<file path="src/hw/rtl/llffa_pkg.sv">
`timescale 1ns / 1ps

package llffa_pkg;

  // Block configuration.
  localparam int MAX_CANDIDATES = 8;
  localparam int DEVICE_COUNT   = 16;

  // Fixed field widths of the stream items.
  localparam int NUM_SLOTS = 8;
  localparam int SLOT_W    = 3;
  localparam int ID_W      = 4;
  localparam int CNT_W     = 4;
  localparam int LOAD_W    = 16;

  localparam int DEV_W       = (DEVICE_COUNT > 1) ? $clog2(DEVICE_COUNT) : 1;
  localparam int NUM_IDS     = 2 ** ID_W;
  localparam int TREE_LEAVES = 2 ** DEV_W;

  localparam logic [LOAD_W-1:0] LOAD_MAX  = '1;
  localparam logic [CNT_W-1:0]  CNT_LIMIT = CNT_W'(MAX_CANDIDATES);

  localparam int IN_BITS    = CNT_W + NUM_SLOTS * ID_W;
  localparam int IN_DATA_W  = ((IN_BITS + 7) / 8) * 8;
  localparam int OUT_BITS   = ID_W + SLOT_W + LOAD_W;
  localparam int OUT_DATA_W = ((OUT_BITS + 7) / 8) * 8;

  typedef logic [DEV_W-1:0] dev_idx_t;
  typedef logic [ID_W-1:0]  dev_id_t;

  // What one device lane offers to the merge tree.
  typedef struct packed {
    logic              hit;
    logic [SLOT_W-1:0] slot;
    logic [LOAD_W-1:0] load;
  } lane_key_t;

  // Update broadcast from the top level to every lane.
  typedef struct packed {
    logic              commit;
    logic              clear;
    logic              found;
    dev_idx_t          win_idx;
    logic [LOAD_W-1:0] new_load;
  } lane_upd_t;

  typedef logic [NUM_IDS-1:0][DEV_W-1:0] dev_map_t;

  // Maps every possible device id onto its load counter.
  function automatic dev_map_t build_dev_map();
    dev_map_t m;
    for (int i = 0; i < NUM_IDS; i++) begin
      m[i] = DEV_W'(i % DEVICE_COUNT);
    end
    return m;
  endfunction

  localparam dev_map_t DEV_MAP = build_dev_map();

  function automatic logic [LOAD_W-1:0] sat_inc(input logic [LOAD_W-1:0] v);
    return (v == LOAD_MAX) ? v : v + 1'b1;
  endfunction

endpackage

</file>
<file path="src/hw/rtl/llffa_lane.sv">
`timescale 1ns / 1ps

// One lane per device: holds the load counter and finds the earliest
// valid slot that names this device.
module llffa_lane import llffa_pkg::*; (
  input  logic                           clk,
  input  logic                           rst,
  input  dev_idx_t                       lane_id,
  input  logic [NUM_SLOTS-1:0][DEV_W-1:0] slot_dev,
  input  logic [NUM_SLOTS-1:0]           slot_valid,
  input  lane_upd_t                      upd,
  output lane_key_t                      key
);

  logic [LOAD_W-1:0]    load;
  logic [LOAD_W-1:0]    load_next;
  logic [LOAD_W-1:0]    load_eff;
  logic [NUM_SLOTS-1:0] match;

  always_comb begin
    load_eff = upd.clear ? '0 : load;
    for (int s = 0; s < NUM_SLOTS; s++) begin
      match[s] = slot_valid[s] && (slot_dev[s] == lane_id);
    end
    key.hit  = |match;
    key.load = load_eff;
    key.slot = '0;
    for (int s = NUM_SLOTS - 1; s >= 0; s--) begin
      if (match[s]) begin
        key.slot = SLOT_W'(s);
      end
    end
  end

  always_comb begin
    load_next = load;
    if (upd.commit) begin
      if (upd.found && (upd.win_idx == lane_id)) begin
        load_next = upd.new_load;
      end else begin
        load_next = load_eff;
      end
    end
  end

  always_ff @(posedge clk) begin
    if (rst) begin
      load <= '0;
    end else begin
      load <= load_next;
    end
  end

endmodule

</file>
<file path="src/hw/rtl/llffa_merge.sv">
`timescale 1ns / 1ps

// Minimum tree over the device lanes. Order: lanes with a hit first, then
// the smaller load, then the earlier slot.
module llffa_merge import llffa_pkg::*; (
  input  lane_key_t [DEVICE_COUNT-1:0] keys,
  output lane_key_t                    best,
  output dev_idx_t                     best_idx
);

  lane_key_t [TREE_LEAVES-1:0]   leaf_key;
  lane_key_t [2*TREE_LEAVES-1:0] node_key;
  dev_idx_t  [2*TREE_LEAVES-1:0] node_idx;

  for (genvar i = 0; i < TREE_LEAVES; i++) begin : g_leaf
    if (i < DEVICE_COUNT) begin : g_real
      assign leaf_key[i] = keys[i];
    end else begin : g_pad
      assign leaf_key[i] = '0;
    end
  end

  always_comb begin
    node_key = '0;
    node_idx = '0;
    for (int i = 0; i < TREE_LEAVES; i++) begin
      node_key[TREE_LEAVES + i] = leaf_key[i];
      node_idx[TREE_LEAVES + i] = DEV_W'(i);
    end
    for (int n = TREE_LEAVES - 1; n >= 1; n--) begin
      if (node_key[2*n+1].hit &&
          (!node_key[2*n].hit ||
           (node_key[2*n+1].load < node_key[2*n].load) ||
           ((node_key[2*n+1].load == node_key[2*n].load) &&
            (node_key[2*n+1].slot < node_key[2*n].slot)))) begin
        node_key[n] = node_key[2*n+1];
        node_idx[n] = node_idx[2*n+1];
      end else begin
        node_key[n] = node_key[2*n];
        node_idx[n] = node_idx[2*n];
      end
    end
  end

  assign best     = node_key[1];
  assign best_idx = node_idx[1];

endmodule

</file>
<file path="src/hw/rtl/least_loaded_first_fit_assign.sv">
`timescale 1ns / 1ps

// Least-loaded device assignment with earliest-slot tie break.
// The input channel (s_*) carries one data object per item: a candidate
// count and up to eight candidate device ids, plus a flag in s_tuser that
// opens a new request and clears every device load counter first.
// The output channel (m_*) returns one item per input item: the chosen
// device, its slot and its new load, or the no-candidate flag in m_tuser
// with all other fields zero when the candidate count is zero.
// An item accepted while the output is empty shows on m_tvalid in the
// next cycle. Throughput is one item per cycle while s_tready is high;
// the counter read, lane compare, merge tree and saturating increment
// form one loop from the load counters back to them, which sets the rate.
// A two-entry output buffer (output register plus skid register) lets the
// block take a new item while a result waits; s_tready drops only when
// both entries are full, that is after the receiver has stalled while a
// further item came in.
// Synchronous reset clears all load counters and empties the output
// buffer; no item is lost or repeated across a stall.
module least_loaded_first_fit_assign import llffa_pkg::*; (
  input  logic                  clk,
  input  logic                  rst,
  input  logic                  s_tvalid,
  output logic                  s_tready,
  // candidate_count [3:0], cand_0 [7:4] ... cand_7 [35:32], zero fill
  input  logic [IN_DATA_W-1:0]  s_tdata,
  // first_of_request [0]
  input  logic                  s_tuser,
  output logic                  m_tvalid,
  input  logic                  m_tready,
  // chosen_device [3:0], chosen_slot [6:4], new_load [22:7], zero fill
  output logic [OUT_DATA_W-1:0] m_tdata,
  // no_candidate [0]
  output logic                  m_tuser
);

  logic                             accept;
  logic [CNT_W-1:0]                 cand_count;
  logic [CNT_W-1:0]                 cnt_eff;
  dev_id_t [NUM_SLOTS-1:0]          cand;
  logic [NUM_SLOTS-1:0][DEV_W-1:0]  slot_dev;
  logic [NUM_SLOTS-1:0]             slot_valid;
  lane_upd_t                        upd;
  lane_key_t [DEVICE_COUNT-1:0]     keys;
  lane_key_t                        best;
  dev_idx_t                         best_idx;
  logic [LOAD_W-1:0]                inc_load;
  logic [OUT_DATA_W-1:0]            res_data;
  logic                             res_user;

  // Output buffer.
  logic                  out_valid;
  logic [OUT_DATA_W-1:0] out_data;
  logic                  out_user;
  logic                  skid_valid;
  logic [OUT_DATA_W-1:0] skid_data;
  logic                  skid_user;
  logic                  pop;

  assign s_tready = !skid_valid;
  assign accept   = s_tvalid && s_tready;
  assign pop      = out_valid && m_tready;

  // Unpack the item and mark the slots that take part.
  always_comb begin
    cand_count = s_tdata[CNT_W-1:0];
    cnt_eff    = (cand_count > CNT_LIMIT) ? CNT_LIMIT : cand_count;
    for (int s = 0; s < NUM_SLOTS; s++) begin
      cand[s]       = s_tdata[CNT_W + s*ID_W +: ID_W];
      slot_dev[s]   = DEV_MAP[cand[s]];
      slot_valid[s] = (CNT_W'(s) < cnt_eff);
    end
  end

  for (genvar d = 0; d < DEVICE_COUNT; d++) begin : g_lane
    llffa_lane u_lane (
      .clk        (clk),
      .rst        (rst),
      .lane_id    (DEV_W'(d)),
      .slot_dev   (slot_dev),
      .slot_valid (slot_valid),
      .upd        (upd),
      .key        (keys[d])
    );
  end

  llffa_merge u_merge (
    .keys     (keys),
    .best     (best),
    .best_idx (best_idx)
  );

  assign inc_load = sat_inc(best.load);

  always_comb begin
    upd.commit   = accept;
    upd.clear    = s_tuser;
    upd.found    = best.hit;
    upd.win_idx  = best_idx;
    upd.new_load = inc_load;
  end

  // An item without candidates reports only the flag.
  always_comb begin
    if (best.hit) begin
      res_data = OUT_DATA_W'({inc_load, best.slot, cand[best.slot]});
    end else begin
      res_data = '0;
    end
    res_user = !best.hit;
  end

  // The skid entry is filled only while the output register holds an
  // item that is not being taken, and it drains first.
  always_ff @(posedge clk) begin
    if (rst) begin
      out_valid  <= 1'b0;
      skid_valid <= 1'b0;
    end else begin
      if (skid_valid) begin
        if (pop) begin
          out_valid  <= 1'b1;
          skid_valid <= 1'b0;
        end
      end else if (accept) begin
        if (!out_valid || pop) begin
          out_valid <= 1'b1;
        end else begin
          skid_valid <= 1'b1;
        end
      end else if (pop) begin
        out_valid <= 1'b0;
      end
    end
  end

  always_ff @(posedge clk) begin
    if (skid_valid) begin
      if (pop) begin
        out_data <= skid_data;
        out_user <= skid_user;
      end
    end else if (accept) begin
      if (!out_valid || pop) begin
        out_data <= res_data;
        out_user <= res_user;
      end else begin
        skid_data <= res_data;
        skid_user <= res_user;
      end
    end
  end

  assign m_tvalid = out_valid;
  assign m_tdata  = out_data;
  assign m_tuser  = out_user;

endmodule

</file>
<file path="config.mk">
export PLATFORM = sky130hd
export DESIGN_NAME = least_loaded_first_fit_assign
export DESIGN_NICKNAME = d
export VERILOG_FILES = /design/src/hw/rtl/llffa_pkg.sv /design/src/hw/rtl/llffa_lane.sv /design/src/hw/rtl/llffa_merge.sv /design/src/hw/rtl/least_loaded_first_fit_assign.sv
export SDC_FILE = /design/constraint.sdc
export NUM_CORES = 2
export LEC_CHECK = 0
export BUFFER_PORTS_ARGS = -buffer_cell sky130_fd_sc_hd__buf_4
export CAP_MARGIN = 0
export CORE_MARGIN = 3
export CORE_UTILIZATION = 46
export DETAILED_ROUTE_END_ITERATION = 12
export PLACE_DENSITY = 0.66
export SLEW_MARGIN = 10
export SYNTH_ARGS = -nofsm -noshare
export SYNTH_HDL_FRONTEND = slang
export SYNTH_SLANG_ARGS = --single-unit
</file>
<file path="constraint.sdc">
create_clock -name clk -period 25 [get_ports clk]
set_clock_uncertainty 0.15 [all_clocks]
set_input_delay 5 -clock clk [delete_from_list [all_inputs] [get_ports clk]]
set_output_delay 5 -clock clk [all_outputs]
set_load 0.02 [all_outputs]
</file>
======== Yosys cells after proc, flatten, opt, wreduce, memory -nomap -nowiden ========
Memory sizes are Yosys's and may differ from the RTL's.
Cells that the tools add are included.
word-level totals
  register bits ........................... 308
  memory bits (read-only) ................. 512
  bits of input ports ..................... 45
  output and inout port bits .............. 27
  word-level logic and storage cells ...... 710
  memories ................................ 8
cells by class
  add/sub/neg operators ................... 1
  $lt $le $gt $ge ......................... 48
  eq/ne operators ......................... 153
  mux-type cells .......................... 220
  bitwise gates (word level) .............. 2
  reductions and logical operators ........ 256
memories
  memory           words  width  read ports  clocked after Yosys merged registers in  wr ports  RTL line                             text
  (no name shown)  16     4      1           0                                        0         least_loaded_first_fit_assign.sv:70  slot_dev[s] = DEV_MAP[cand[s]];
  (no name shown)  16     4      1           0                                        0         least_loaded_first_fit_assign.sv:70
  (no name shown)  16     4      1           0                                        0         least_loaded_first_fit_assign.sv:70
  (no name shown)  16     4      1           0                                        0         least_loaded_first_fit_assign.sv:70
  (no name shown)  16     4      1           0                                        0         least_loaded_first_fit_assign.sv:70
  (no name shown)  16     4      1           0                                        0         least_loaded_first_fit_assign.sv:70
  2 more memories  n/a    n/a    n/a         n/a                                      n/a       n/a
operators with widths
  kind                     number
  $mux W16                 33
  $mux W3                  130
  $mux W20                 15
  $eq A4 B4 Y1 const B     72
  $eq A16 B16 Y1           15
  $lt A16 B16 Y1           15
  $logic_and A1 B1 Y1      176
  $eq A4 B3 Y1 const B     36
  $reduce_or A8 Y1         16
  $mux W24                 4
  $eq A4 B2 Y1 const B     18
  $lt A3 B3 Y1             15
  $mux W4                  11
  $lt A4 B5 Y1 const B     8
  $eq A4 B1 Y1 const B     9
  $logic_not A4 Y1         9
  $logic_or A1 B1 Y1       31
  $mux W23                 1
  $mux W1                  21
  $logic_not A1 Y1         18
  $add A16 B1 Y16 const B  1
  $eq A16 B16 Y1 const B   1
  $lt A3 B4 Y1 const A     4
  $bmux W4 S3              1
  10 further kinds         20

======== Logic depth before layout (Yosys ltp) ========
  word-level depth ........................ 38
  depth in mapped cells ................... 72
  depth with buffers taken out ............ 58

======== Hierarchy ========
Synthesis repeated with hierarchy kept, for this count alone.
unflattened totals
  cells, all modules ...................... 3647
  area, all modules ....................... 32110.8 um^2
modules (own cells, without submodules)
  module                         times used  cells an instance  area each (um^2)  sequential area each (um^2)
  llffa_lane                     16          125                1182.4            320.3
  llffa_merge                    1           1429               10487.6           0.0
  least_loaded_first_fit_assign  1           218                2705.1            1481.4

======== Worst setup path before layout ========
No wires, ideal clock.
  kind .................................... in2reg
  start point ............................. input s_tdata[0]
  end point ............................... register out_data[7], in the netlist m_tdata[7], data pin
  setup time .............................. 0.260 ns
  arrival time ............................ 16.912 ns
  required time ........................... 24.590 ns
  slack ................................... 7.678 ns
  cell stages on the path ................. 64
  buffers on the path ..................... 12
  cells stage by stage .................... buf_6 or4_1 buf_2 inv_2 nor3_1 or4_1 nand2b_1 ha_1 nand2_1 nand3b_1 or4_1 or4_1 a21oi_2 buf_4 buf_6 buf_6 o21a_1 inv_1 (+28 left out) nand2b_1 a21oi_1 a2bb2oi_1 a21oi_2 nor2_4 buf_6 clkbuf_1 clkbuf_1 nor2_1 a21oi_1 ha_1 o211a_2 nand4_2 or2_1 buf_2 xor2_2 and2_1 mux2_2
on the way
  cells in the longest elaborated chain, start to end .. 38
  elaborated cells between the ends (all ways) .. 408
  those cells by class .................... add/sub (1); order compare (31); eq/ne (8); mux (149); reduce/logical (219)
ends and longest elaborated chain
  element                                            RTL line                              text
  start, declared                                    least_loaded_first_fit_assign.sv:26   input logic [IN_DATA_W-1:0] s_tdata,
  $gt A4 B4 Y1                                       least_loaded_first_fit_assign.sv:67   cnt_eff = (cand_count > CNT_LIMIT) ? CNT_LIMIT : cand_count;
  $mux W4 (*)                                        least_loaded_first_fit_assign.sv:67
  $lt A3 B4 Y1                                       least_loaded_first_fit_assign.sv:71   slot_valid[s] = (CNT_W'(s) < cnt_eff);
  $logic_and A1 B1 Y1                                llffa_lane.sv:23                      match[s] = slot_valid[s] && (slot_dev[s] == lane_id);
  $mux W3 (8 in series)                              llffa_lane.sv:29                      if (match[s]) begin
  $lt A3 B3 Y1                                       llffa_merge.sv:35                     (node_key[2*n+1].slot < node_key[2*n].slot)))) begin
  $logic_and A1 B1 Y1                                llffa_merge.sv:34                     ((node_key[2*n+1].load == node_key[2*n].load) &&
  $logic_or A1 B1 Y1                                 llffa_merge.sv:33                     (node_key[2*n+1].load < node_key[2*n].load) ||
  (+16 left out)                                     n/a
  $mux W20 (*)                                       llffa_merge.sv:31                     if (node_key[2*n+1].hit &&
  $add A16 B1 Y16 or $eq A16 B16 Y1 (tied branches)  llffa_pkg.sv:61                       return (v == LOAD_MAX) ? v : v + 1'b1;
  $mux W16                                           llffa_pkg.sv:61
  $mux W23 (*)                                       least_loaded_first_fit_assign.sv:105  if (best.hit) begin
  named net res_data[7]                              least_loaded_first_fit_assign.sv:48   logic [OUT_DATA_W-1:0] res_data;
  $mux W24 (*)                                       least_loaded_first_fit_assign.sv:144  if (!out_valid || pop) begin
  $mux W24 (*)                                       least_loaded_first_fit_assign.sv:143  end else if (accept) begin
  $mux W24 (*)                                       least_loaded_first_fit_assign.sv:138  if (skid_valid) begin
  end signal, assigned                               least_loaded_first_fit_assign.sv:140  out_data <= skid_data;
  end signal, assigned                               least_loaded_first_fit_assign.sv:145  out_data <= res_data;
  end, declared                                      least_loaded_first_fit_assign.sv:53   logic [OUT_DATA_W-1:0] out_data;
The timed path passes the listed nets; every way through them passes the cells marked *. The select of a mux whose other input is x is not followed.
A chain may end at the register's enable or synchronous reset.

======== Worst setup path in the final report ========
  start point ............................. input s_tdata[3]
  end point ............................... register g_lane[1].u_lane.load[11]
on the way
  cells in the longest elaborated chain, start to end .. 35
  elaborated cells between the ends (all ways) .. 422
  those cells by class .................... add/sub (1); order compare (31); eq/ne (9); mux (161); reduce/logical (220)
ends and longest elaborated chain
  element                                                    RTL line                              text
  $gt A4 B4 Y1                                               least_loaded_first_fit_assign.sv:67
  $mux W4 (*)                                                least_loaded_first_fit_assign.sv:67
  $lt A3 B4 Y1                                               least_loaded_first_fit_assign.sv:71
  $logic_and A1 B1 Y1                                        llffa_lane.sv:23
  $mux W3 (8 in series)                                      llffa_lane.sv:29
  $lt A3 B3 Y1                                               llffa_merge.sv:35
  $logic_and A1 B1 Y1                                        llffa_merge.sv:34
  $logic_or A1 B1 Y1                                         llffa_merge.sv:33
  (+12 left out)                                             n/a
  $lt A16 B16 Y1, or another cell as far along               llffa_merge.sv:33
  $logic_or A1 B1 Y1 or $logic_and A1 B1 Y1 (tied branches)  llffa_merge.sv:32, llffa_merge.sv:34
  $logic_or A1 B1 Y1                                         llffa_merge.sv:33
  $logic_and A1 B1 Y1                                        llffa_merge.sv:31
  $mux W20 or $mux W4 (tied branches)                        llffa_merge.sv:31
  $add A16 B1 Y16, or another cell as far along              llffa_pkg.sv:61
  $mux W16 or $logic_and A1 B1 Y1 (tied branches)            llffa_pkg.sv:61, llffa_lane.sv:38
  $mux W16 (*)                                               llffa_lane.sv:38                      if (upd.found && (upd.win_idx == lane_id)) begin
  end signal, assigned                                       llffa_lane.sv:50                      load <= load_next;
  end, declared                                              llffa_lane.sv:15                      logic [LOAD_W-1:0] load;
Every way passes the cells marked *; elsewhere a longest branch is shown, timed or not.

==> results.md <==
- STA classifies the critical path startpoint as an input port.
- After detailed routing, the average wire length per cell comes to 27.3 um.
- The tool flagged a number of max-cap violations equal to 0.
- After clock tree synthesis, the flow added hold-fix buffers numbering 0.
- Global routing consumed, over all layers together, 33.1% of the routing resources.
- Post-CTS timing repair inserted 0 buffers for setup.
- The worst setup path is captured at a flop.
- The wire length of the first global-routing pass is 155,000 um.
- During I/O placement, the number of pins put on the boundary was 72.
- The core footprint is 57,900 sq um.
- The number of buffers created by CTS is 38.
- The cell row count is 88.
- Compared with the post-synthesis result, the final layout area differs by 7.66%.
- The run finished with clean final reports.
- The final-report hold violation count is 0.
- The overall overflow remaining after global route is 0.
- The synthesis warning total is 0.
- For the worst setup path, the data arrival time is between 20 and 25 ns.
- Gates resized during post-CTS repair numbered 0.
- The most frequently used flop master after synthesis is sky130_fd_sc_hd__dfxtp_1.
- Summed over all failing endpoints, the final setup total negative slack is 0 ns.
- The number of levels in the clock H-tree is 2.
- The maximum number of pins on one net before global-route repair is 160.
- The buffer depth of the longest clock path is 3.
- The final setup violation count is 0.
- The tightest slew margin relative to the limit is 14.3%.
- The die extent in y is 248 um.
- Once the floorplan was initialized, standard cells occupied 46.7% of the core.
- The post-route antenna net violation count is 0.
- Timing would allow up to 44.6 MHz.
- The die is 248 um wide.
- The number of inserted diodes is 0.
- The fraction of registers with async set or reset after synthesis is 0%.
- The CTS sink count is 306.
- At the worst endpoint, the required time is 25.35 ns.
- The number of enable flip-flop cells after synthesis is 48.
- The register bit total from synthesis is 306.
- The insertion delay of the later-clocked pin in the worst-skew pair is 0.57 ns.
- The cell area after placement is 27,900 sq um.
- The final period utilization is 89.7%.
- The average via count per standard cell is 6.50.
- The count of vias placed by the detailed router is between 20k and 30k.
- Before antenna repair, the detailed router went through 8 iterations.
- The fraction of layout instances using a drive strength above 1 is 11.0%.
- The iteration-0 DRC count of the detailed router is around 2.4k.
- The finished cells cover 29,100 sq um.
- The clock slew at the register clock pins of the worst setup and hold paths is 0.06 ns.
- After legalization and detailed placement, the total HPWL measured 81,700 um.
- The remaining design rule violation count is 0.
- The TritonCTS clock tree is done.
- In this run the worst path has a maximum fanout of 33.
- The number of antenna violations at the first check in global routing is 0.
- During placement, the flow inserted port buffers numbering 66.
- The mean instance size in the synthesized netlist is 8.58 sq um.
- Tracing the worst setup path back leads to its startpoint at s_tdata[3].
- The number of pins exceeding their max-slew limit in the final report was 0.
- The via count of the first global-routing pass is 23.7k.
- Routability-driven placement finished with a final weighted congestion of 1.02.
- The die covers ~62,000 sq um.
- In the synthesized netlist, the number of instances is 3,152.
- Summed over all layers, the routed wires come to 107,000 um.
- The net count after synthesis is between 3k and 4k.
- The critical path class is input port to flop.
- Setup repair after global routing left no endpoint under its margin.
- In this run the critical register-to-register path is launched from g_lane[8].u_lane.load[14].
- The worst hold path begins at g_lane[12].u_lane.load[15].
- The worst min-delay path category is flop to flop.
- The clock period minus worst slack is 22.41 ns.
- For the pin with the worst max-slew slack, the measured transition is 1.27 ns.
- Of the synthesized area, sequential elements account for 24.4%.
- The standard cell with the maximum stage delay on the critical path is sky130_fd_sc_hd__a21oi_2.
- The cell area that synthesis handed to floorplanning was 27,000 sq um.
- The number of distinct library cells after synthesis is 135.
- The largest single stage delay on the critical path is 0.82 ns.
- Clock tree synthesis selected as its root buffer the cell sky130_fd_sc_hd__clkbuf_16.
- In the final design database the tool counted 3,439 nets.
[state kept, by name, summed over array words and instances (netlist names)]
register            flops
g_lane.u_lane.load    256
m_tdata                23
m_tuser                 1
m_tvalid                1
skid_data              23
skid_user               1
skid_valid              1
[cell usage in the layout, fill, tap and decap left out, types with 29 or more instances in the layout]
cell type / count
sky130_fd_sc_hd__edfxtp_1: 48
sky130_fd_sc_hd__o2bb2ai_1: 59
sky130_fd_sc_hd__a21o_1: 56
sky130_fd_sc_hd__dfxtp_1: 258
sky130_fd_sc_hd__nand2_1: 216
sky130_fd_sc_hd__inv_1: 188
sky130_fd_sc_hd__mux2i_1: 127
sky130_fd_sc_hd__a22o_1: 161
sky130_fd_sc_hd__o21a_1: 29
sky130_fd_sc_hd__nand4_1: 48
sky130_fd_sc_hd__o21ai_0: 119
sky130_fd_sc_hd__a32o_1: 29
sky130_fd_sc_hd__ha_1: 271
sky130_fd_sc_hd__clkbuf_16: 38
sky130_fd_sc_hd__nor2b_1: 151
sky130_fd_sc_hd__nand3_1: 84
sky130_fd_sc_hd__a21oi_1: 136
sky130_fd_sc_hd__nand2b_1: 173
sky130_fd_sc_hd__o211ai_1: 30
sky130_fd_sc_hd__nor3_1: 50
sky130_fd_sc_hd__a211oi_1: 39
sky130_fd_sc_hd__nor2_1: 141
sky130_fd_sc_hd__buf_4: 100
sky130_fd_sc_hd__mux2_2: 29
[final cells by class]
type                       instances  area [sq um]
clock buffer                      50          1090
clock inverter                    16           156
fill                            5516         28800
inverter                         191           717
multi-input combinational       2485         18800
sequential                       306          6610
tap                              765           957
timing repair buffer             101           762
[cell usage after synthesis (16+ instances only)]
library cell,instances,area share [%]
sky130_fd_sc_hd__clkbuf_1,66,0.92
sky130_fd_sc_hd__or3_1,25,0.58
sky130_fd_sc_hd__dfxtp_1,258,19
sky130_fd_sc_hd__inv_1,188,2.6
sky130_fd_sc_hd__o22ai_1,16,0.37
sky130_fd_sc_hd__mux2i_1,127,4.7
sky130_fd_sc_hd__ha_1,271,13
sky130_fd_sc_hd__a22o_1,161,5.2
sky130_fd_sc_hd__o2bb2ai_1,59,1.9
sky130_fd_sc_hd__buf_6,25,1.0
sky130_fd_sc_hd__nor4_1,19,0.44
sky130_fd_sc_hd__or2_2,22,0.51
sky130_fd_sc_hd__nand3b_1,19,0.53
sky130_fd_sc_hd__nand2b_1,173,4.0
sky130_fd_sc_hd__nor3_1,50,0.93
sky130_fd_sc_hd__nand2_1,216,3.0
sky130_fd_sc_hd__and3_1,19,0.44
sky130_fd_sc_hd__and2_1,25,0.58
sky130_fd_sc_hd__edfxtp_1,48,5.3
sky130_fd_sc_hd__o21ai_0,119,2.2
sky130_fd_sc_hd__mux2_2,29,1.2
sky130_fd_sc_hd__or4_1,19,0.53
sky130_fd_sc_hd__nand4_1,48,1.1
sky130_fd_sc_hd__o31ai_1,22,0.61
sky130_fd_sc_hd__a21oi_1,138,2.6
sky130_fd_sc_hd__nor2_1,143,2.0
sky130_fd_sc_hd__o211ai_1,30,0.83
sky130_fd_sc_hd__buf_2,58,1.1
sky130_fd_sc_hd__a32o_1,29,1.1
sky130_fd_sc_hd__a211o_1,18,0.58
sky130_fd_sc_hd__a211oi_1,39,1.1
sky130_fd_sc_hd__and4_1,19,0.62
sky130_fd_sc_hd__nand3_1,84,1.6
sky130_fd_sc_hd__a21o_1,56,1.6
sky130_fd_sc_hd__o21a_1,29,0.81
sky130_fd_sc_hd__nor2b_1,151,3.5
[routing by layer]
layer / routed length [um] / share of wire, % / GRT usage, %
met5: 0 / 0 / 0
met1: 47800 / 45 / 46.5
met3: 8880 / 8.3 / 5.91
met4: 4870 / 4.6 / 13.0
met2: 45200 / 42 / 50.3
[logic make-up (layout without fill, tap and decap cells)]
logic type	Yosys count	after routing	synth area share, %
flip-flops	306	306	24.4
multiplexers	165	165	6.49
adder cells (fa/ha/maj)	271	271	12.5
AO/OA/AOI/OAI	906	906	26.1
buffers and inverters	361	358	6.17
XOR/XNOR	10	10	0.379
other	1	1	0.0139
AND/OR/NAND/NOR	1132	1132	23.8
[worst paths after layout]
| kind | cells past startpoint | slack (ns) | to |
|---|---|---|---|
| max | 55 | 2.59 | g_lane[1].u_lane.load[11] |
| min | 2 | 0.30 | g_lane[12].u_lane.load[15] |
| max reg2reg | 51 | 8.43 | g_lane[1].u_lane.load[11] |
| min reg2reg | 2 | 0.30 | g_lane[12].u_lane.load[15] |
[through the flow]
stage          hold WS (ns)  instances  setup WS (ns)  util (%)
2_1_floorplan         0.267       3152           7.68         -
3_3_place_gp          0.281       3848           2.63      48.1
3_5_place_dp          0.289       3848           2.44      48.1
4_1_cts               0.299       3914           2.95      50.3
5_1_grt               0.317       3914           1.79      50.3
6_report              0.301       3914           2.59      50.3
[critical path, delay by kind of cell]
family / cells / cell delay (ns)
adders and majority gates: 5 / 1.53
buffers and inverters: 7 / 2.55
muxes: 2 / 1.11
AOI/OAI and AO/OA: 24 / 6.59
xor gates and xnor gates: 1 / 0.66
and+or+nand+nor: 16 / 5.20
Power is left out: the tool's default activity adds up to more than one toggle a clock period on the data nets, which glitch-free logic cannot reach.
